## src/rtl/crs_pkg.sv

```systemverilog
package crs_pkg;

  typedef enum logic [1:0] {
    FUNC_LOAD    = 2'd0,
    FUNC_READ    = 2'd1,
    FUNC_COMPUTE = 2'd2
  } func_e;

  typedef enum logic [2:0] {
    CFG_DIMENSIONS = 3'd0,
    CFG_SIZE_X     = 3'd1,
    CFG_SIZE_Y     = 3'd2,
    CFG_SIZE_Z     = 3'd3,
    CFG_INV_SQ_X   = 3'd4,
    CFG_INV_SQ_Y   = 3'd5,
    CFG_INV_SQ_Z   = 3'd6,
    CFG_VOL_WEIGHT = 3'd7
  } cfg_e;

  typedef enum logic [1:0] {
    SHIFT_8  = 2'd0,
    SHIFT_9  = 2'd1,
    SHIFT_16 = 2'd2
  } shift_e;

  typedef enum logic [3:0] {
    ST_IDLE,
    ST_SIZE,
    ST_COUNT,
    ST_CHECK,
    ST_RD_C,
    ST_RD_M,
    ST_RD_P,
    ST_DIFF,
    ST_AXIS_WAIT,
    ST_SUM,
    ST_SCALE_WAIT,
    ST_ENERGY,
    ST_ENERGY_WAIT,
    ST_NEXT,
    ST_DONE
  } state_e;

  typedef struct packed {
    logic        start;
    logic [31:0] a;
    logic [63:0] b;
    shift_e      shift;
    logic        wide_cap;
  } mul_req_t;

  localparam logic [12:0] SIZE_ONE = 13'd1;
  localparam logic [31:0] Q16_ONE  = 32'h0001_0000;

endpackage

```

## src/rtl/crs_mul.sv

```systemverilog
module crs_mul (
  input  logic              clk_i,
  input  logic              rst_ni,
  input  crs_pkg::mul_req_t req_i,
  output logic              done_o,
  output logic [63:0]       q_o
);
  import crs_pkg::*;

  logic        busy_q, busy_d;
  logic [1:0]  step_q, step_d;
  logic        done_q, done_d;
  logic [31:0] a_q;
  logic [63:0] b_q;
  shift_e      shift_q;
  logic        wide_q;
  logic [63:0] p0_q, p1_q;
  logic [96:0] sum_q;
  logic [63:0] res_q;
  logic [63:0] prod;
  logic [96:0] rnd, sum_d;
  logic [88:0] shifted, cap;
  logic [63:0] result;

  assign prod = a_q * ((step_q == 2'd0) ? b_q[31:0] : b_q[63:32]);

  always_comb begin
    unique case (shift_q)
      SHIFT_8: begin
        rnd     = 97'd128;
        shifted = 89'(sum_q >> 8);
      end
      SHIFT_9: begin
        rnd     = 97'd256;
        shifted = 89'(sum_q >> 9);
      end
      SHIFT_16: begin
        rnd     = 97'd32768;
        shifted = 89'(sum_q >> 16);
      end
      default: begin
        rnd     = 97'd0;
        shifted = 89'(sum_q);
      end
    endcase
    sum_d  = {1'b0, p1_q, 32'b0} + {33'b0, p0_q} + rnd;
    cap    = wide_q ? (89'd1 << 63) : (89'd1 << 61);
    result = (shifted > cap) ? cap[63:0] : shifted[63:0];
  end

  always_comb begin
    busy_d = busy_q;
    step_d = step_q;
    done_d = 1'b0;
    if (req_i.start) begin
      busy_d = 1'b1;
      step_d = 2'd0;
    end else if (busy_q) begin
      step_d = step_q + 2'd1;
      if (step_q == 2'd3) begin
        busy_d = 1'b0;
        done_d = 1'b1;
      end
    end
  end

  always_ff @(posedge clk_i or negedge rst_ni) begin
    if (!rst_ni) begin
      busy_q <= 1'b0;
      step_q <= 2'd0;
      done_q <= 1'b0;
    end else begin
      busy_q <= busy_d;
      step_q <= step_d;
      done_q <= done_d;
    end
  end

  always_ff @(posedge clk_i) begin
    if (req_i.start) begin
      a_q     <= req_i.a;
      b_q     <= req_i.b;
      shift_q <= req_i.shift;
      wide_q  <= req_i.wide_cap;
    end else if (busy_q) begin
      unique case (step_q)
        2'd0: p0_q  <= prod;
        2'd1: p1_q  <= prod;
        2'd2: sum_q <= sum_d;
        2'd3: res_q <= result;
        default: ;
      endcase
    end
  end

  assign done_o = done_q;
  assign q_o    = res_q;

`ifndef SYNTHESIS
  a_start_idle: assert property (@(posedge clk_i) disable iff (!rst_ni)
    req_i.start |-> !busy_q) else $error("multiplier started while busy");
  a_done_after_busy: assert property (@(posedge clk_i) disable iff (!rst_ni)
    done_q |-> $past(busy_q)) else $error("multiplier done without work");
  a_done_capped: assert property (@(posedge clk_i) disable iff (!rst_ni)
    (done_q && !wide_q) |-> (res_q <= (64'd1 << 61))) else $error("result above cap");
`endif

endmodule

```

## config.mk

```make
export PLATFORM = sky130hd
export DESIGN_NAME = crs_mul
export DESIGN_NICKNAME = d
export VERILOG_FILES = /design/src/rtl/crs_pkg.sv /design/src/rtl/crs_mul.sv
export SDC_FILE = /design/constraint.sdc
export NUM_CORES = 2
export LEC_CHECK = 0
export ABC_AREA = 1
export BUFFER_PORTS_ARGS = -buffer_cell sky130_fd_sc_hd__buf_4
export CAP_MARGIN = 10
export CORE_AREA = 2 2 329 331
export CTS_CLUSTER_DIAMETER = 30
export DETAILED_ROUTE_END_ITERATION = 8
export DIE_AREA = 0 0 331 333
export PLACE_DENSITY = 0.66
export SYNTH_ARGS = -nofsm -noshare
export SYNTH_HDL_FRONTEND = slang
export SYNTH_SLANG_ARGS = --single-unit
export TNS_END_PERCENT = 50
```

## constraint.sdc

```tcl
create_clock -name clk_i -period 11.15 [get_ports clk_i]
set_clock_uncertainty 0.05 [all_clocks]
set_input_delay 2.7875 -clock clk_i [delete_from_list [all_inputs] [get_ports clk_i]]
set_output_delay 2.7875 -clock clk_i [all_outputs]
set_load 0.005 [all_outputs]
```

# == Word level (Yosys, flattened, before mapping) ==
# Index checks and enable logic that the tools add are counted.
# totals
register_bits,392
latch_bits,0
ramBits,0
mem_bits_ro,0
inputBits,102
output_inout_bits,65
elab_cells,42
memories,0
# classes
addsub,3
multipliers,1
n_div,0
n_lt_le_gt_ge,1
n_eq_ne,5
shift,0
muxes,13
bitwise,1
reduce_logical,7
# ops
cell,n
$pmux W89 S3,1
$mux W64,2
$add A96 B64 Y97,1
$add A97 B16 Y97,1
$gt A89 B64 Y1,1
$mul A32 B32 Y64,1
$pmux W16 S3,1
$mux W32,1
$reduce_and A3 Y1,4
$eq A2 B2 Y1 const B,3
$mux W1,6
$eq A2 B1 Y1 const B,2
$logic_not A2 Y1,2
$mux W2,2
$add A2 B1 Y2 const B,1
$reduce_bool A2 Y1,1
$not A1 Y1,1

# == Depth between registers and ports, before layout ==
# logic_depth
depth_word,4
depth_mapped,38
mapped_depth_nobuf,35

# == Worst setup path after synthesis ==
# Ideal clock, no wire load.
# synth_path
kind,reg2reg
from,register step_q[0]
to,"register p0_q[58], data pin"
setup_time_ps,256
arrival_ps,7457
required_time_ps,10844
path_slack_ps,3387
stages_incl_launch_ff,35
n_path_buf,4
synth_period_minus_slack_ps,7763
path_cell_list,dfrtp_1 > inv_1 > ha_1 > clkbuf_1 > inv_1 > clkbuf_1 > or2_2 > o21ai_0 > clkbuf_1 > clkbuf_1 > nor2_1 > fa_1 > fa_1 > fa_1 > inv_1 > fa_1 > inv_1 > fa_1 > inv_1 > fa_1 > inv_1 > fa_1 > fa_1 > ha_1 > nand2_1 > nor2_1 > inv_1 > nor2_1 > inv_1 > o21ai_0 > nand2_1 > nand3_1 > nand2_1 > nand3_1 > nand2_1
# synth_via
elab_chain_len,3
# synth_rtl
element,line_no,text
from (decl),crs_mul.sv:11,"logic [1:0] step_q, step_d;"
from (signal assigned),crs_mul.sv:74,step_q <= step_d;
$logic_not A2 Y1,crs_mul.sv:25,assign prod = a_q * ((step_q == 2'd0) ? b_q[31:0] : b_q[63:32]);
$mux W32,crs_mul.sv:25,
$mul A32 B32 Y64,crs_mul.sv:25,
net prod[58],crs_mul.sv:20,logic [63:0] prod;
to (signal assigned),crs_mul.sv:87,2'd0: p0_q <= prod;
to (decl),crs_mul.sv:17,"logic [63:0] p0_q, p1_q;"
# The timed path passes the listed nets, and every way through them passes these cells.
# A chain may end at the register's enable or synchronous reset.

# == Worst setup path after layout ==
# layout_path
from,register step_q[0]
to,"register p0_q[42], data pin"
# The elaborated chain is that of the path after synthesis.

==> flow_metrics.py <==
metrics = {
    "synth": {
        "synth-edff-count": 388,
        "synth_area_leaders": "fa_1 34%, edfxtp_1 22%, inv_1 9.1%, nand2_1 8.1%, nor2_1 7.2%",
        "synth_most_common_cell": "inv_1",
        "synthCells": 6232,
        "synth_cell_types": 42,
        "syn_avg_cell_area_um2": 8.51,
        "yosysTopAreaCell": "fa_1",
        "synth_area_um2": 53000,
        "synth-seq-cells": 392,
        "synthFlopType": "edfxtp_1",
        "yosys.area.top_type_share": 0.339,
        "synth_common_cells": "1,281 x inv_1, 1,140 x nand2_1, 1,019 x nor2_1, 897 x fa_1, 388 x edfxtp_1",
        "synthArstFlopShare": 0.0102,
        "yosys_warnings": 0,
        "synth.net_count": 7535,
        "synth-seq-area-share": 0.222,
    },
    "final_layout": {
        "final.fill_count": 9948,
        "area_delta_synth_final_pct": 11.1,
        "final_util": 0.553,
        "fin_nets": 7680,
        "regArea_um2": 11800,
        "instances_no_fill": 7848,
        "multi_input_area_um2": 35700,
        "final_layout_size_suffix_gt1_frac": 0.0776,
    },
    "timing": {
        "slew_violations": 0,
        "min_period_over_period": 0.888,
        "layout_min_cycle_time_ns": 9.90,
        "slew-limit-headroom": 0.182,
        "rsz0062_at_grt": "false",
        "setup_viol": 0,
        "hold_violations": 0,
        "tns_ns": 0,
        "timing.fmax_ghz": 0.101,
        "tightest_slew_ns": 1.22,
    },
    "job": {
        "maxCapViolations": 0,
    },
    "critical_path": {
        "critPathMaxStageDelay_ns": 0.95,
        "start_kind": "register",
        "crit_top_cell": "fa_1",
        "cp.required_ns": 11.48,
        "crit_fanout": 33,
        "arrival_ns": 10.23,
        "path_class": "reg -> reg",
        "endpoint_kind": "register",
        "crit_slowest_cell": "inv_1",
    },
    "cts": {
        "cts_buffer_depth": 3,
        "path_clk_slew_ns": 0.05,
        "h-tree-depth": 3,
        "clock_sinks": 392,
        "cts_tree": "built",
        "cts_buffers": 81,
        "cts_setup_buffers": 0,
        "root_buffer": "clkbuf_16",
        "clock_latency_ns": 0.69,
        "cts_hold_buf": 0,
        "cts_resized": 0,
    },
    "placement": {
        "placed_cells": 7695,
        "place_hpwl_um": 162000,
        "place.port_buffers": 166,
        "routabilityCongestion": 1.08,
    },
    "floorplan": {
        "row_count": 120,
        "core_um2": 107000,
        "pin_count": 167,
        "die_h_um": 333,
        "start_util": 0.498,
        "die_w_um": 331,
        "dieArea_um2": 110000,
    },
    "grt": {
        "antenna_found_initial": 2,
        "grt_start_max_net_pins": 75,
        "overflow": 0,
        "grt_pass1_vias": 46013,
        "grt_usage": 0.366,
        "grt_pass1_wl_um": 291000,
    },
    "outcome": {
        "outcome": "finished, final reports clean",
    },
    "route": {
        "routed_via_density": 5.58,
        "finalWirelength_um": 198000,
        "vias": 43796,
        "ant_nets": 0,
        "drc": 0,
        "wl_per_cell_um": 25.2,
        "first_pass_iters": 8,
        "drt-initial-drc-count": 3847,
    },
    "min_path": {
        "hold_class": "reg -> reg",
    },
}
-- registers in the layout (all words and copies together) (netlist names) --
name     flops
q_o         64
shift_q      2
p1_q        64
done_o       1
b_q         64
a_q         32
wide_q       1
p0_q        64
step_q       2
sum_q       97
busy_q       1
-- layer usage --
metal  part of all wire  wire length, µm  track usage
met1               0.35            69700        0.424
met2               0.47            93600        0.605
met3              0.091            18000       0.0820
met5           0.000071               14            0
met4              0.085            16900        0.244
-- stage by stage --
step                      hold WS (ns)  instance area (µm²)  setup slack, ns
after floorplan                  0.350                53000             3.39
after global placement           0.356                56100             1.18
after detailed placement         0.355                56100             1.10
after CTS                        0.364                58900             1.09
after global routing             0.379                58900            0.943
final                            0.365                58900             1.25
-- cell usage in the layout (no fill, tap or decap), types with 3 or more instances in the layout --
cell type	instances
o21a_1	13
edfxtp_1	388
clkbuf_1	7
xor2_1	77
nand3b_1	5
o21ai_1	11
bufinv_16	5
inv_1	1281
clkinvlp_4	8
buf_4	275
clkinv_1	31
nor4_1	12
nand2_1	1140
o21bai_1	13
a21o_1	10
nand3_1	222
clkinv_16	7
o21ai_2	14
clkbuf_16	81
xnor2_1	33
nand4_1	114
o211ai_1	9
fa_1	897
a31oi_1	11
o21ai_0	136
nor2_1	1014
or2_2	41
dfrtp_1	4
clkinv_2	11
nor3_1	38
a21oi_1	162
o21ai_4	6
nor2_4	5
inv_6	13
nor2_2	22
ha_1	303
clkinv_4	3
a21boi_0	4
-- area by class of cell --
cell class,count,share of cell area
flip-flops and latches,392,0.199
inverters,1302,0.0830
repair buffers,276,0.0355
diodes,1,0.0000425
clock inverters,62,0.0117
well taps,1403,0.0298
clock buffers,88,0.0349
multi-input cells,4324,0.606
-- final timing paths --
path	start	cells past startpoint	slack, ns	endpoint
max in group asynchronous	rst_ni	1	9.00	step_q[0]
hold / removal	p0_q[6]	0	0.37	sum_q[6]
hold reg to reg	p0_q[6]	0	0.37	sum_q[6]
setup reg to reg	step_q[0]	27	1.25	p0_q[42]
min in group asynchronous	rst_ni	1	1.90	done_o
setup / recovery	step_q[0]	27	1.25	p0_q[42]
-- critical path: cells and delay by family, from the launching register on --
family | cells | cell delay [ns]
AO/OA/AOI/OAI | 3 | 1.03
XOR/XNOR | 1 | 0.46
adder cells (fa/ha/maj) | 10 | 4.54
buffers and inverters | 7 | 2.14
flip-flops | 1 | 0.40
AND/OR/NAND/NOR | 6 | 0.99
-- cells by family (layout without fill, tap and decap cells) --
logic type,after synthesis,in the layout,synth area share
compound gates,394,394,0.0400
fa+ha+maj,1201,1201,0.410
other cells,0,1,0
buf+inv,1516,1728,0.109
xor+xnor,110,110,0.0182
flops,392,392,0.222
simple gates,2619,2619,0.201
Power is not shown: default switching activity piles up to over one toggle a cycle in this logic, so the estimate is an artifact.
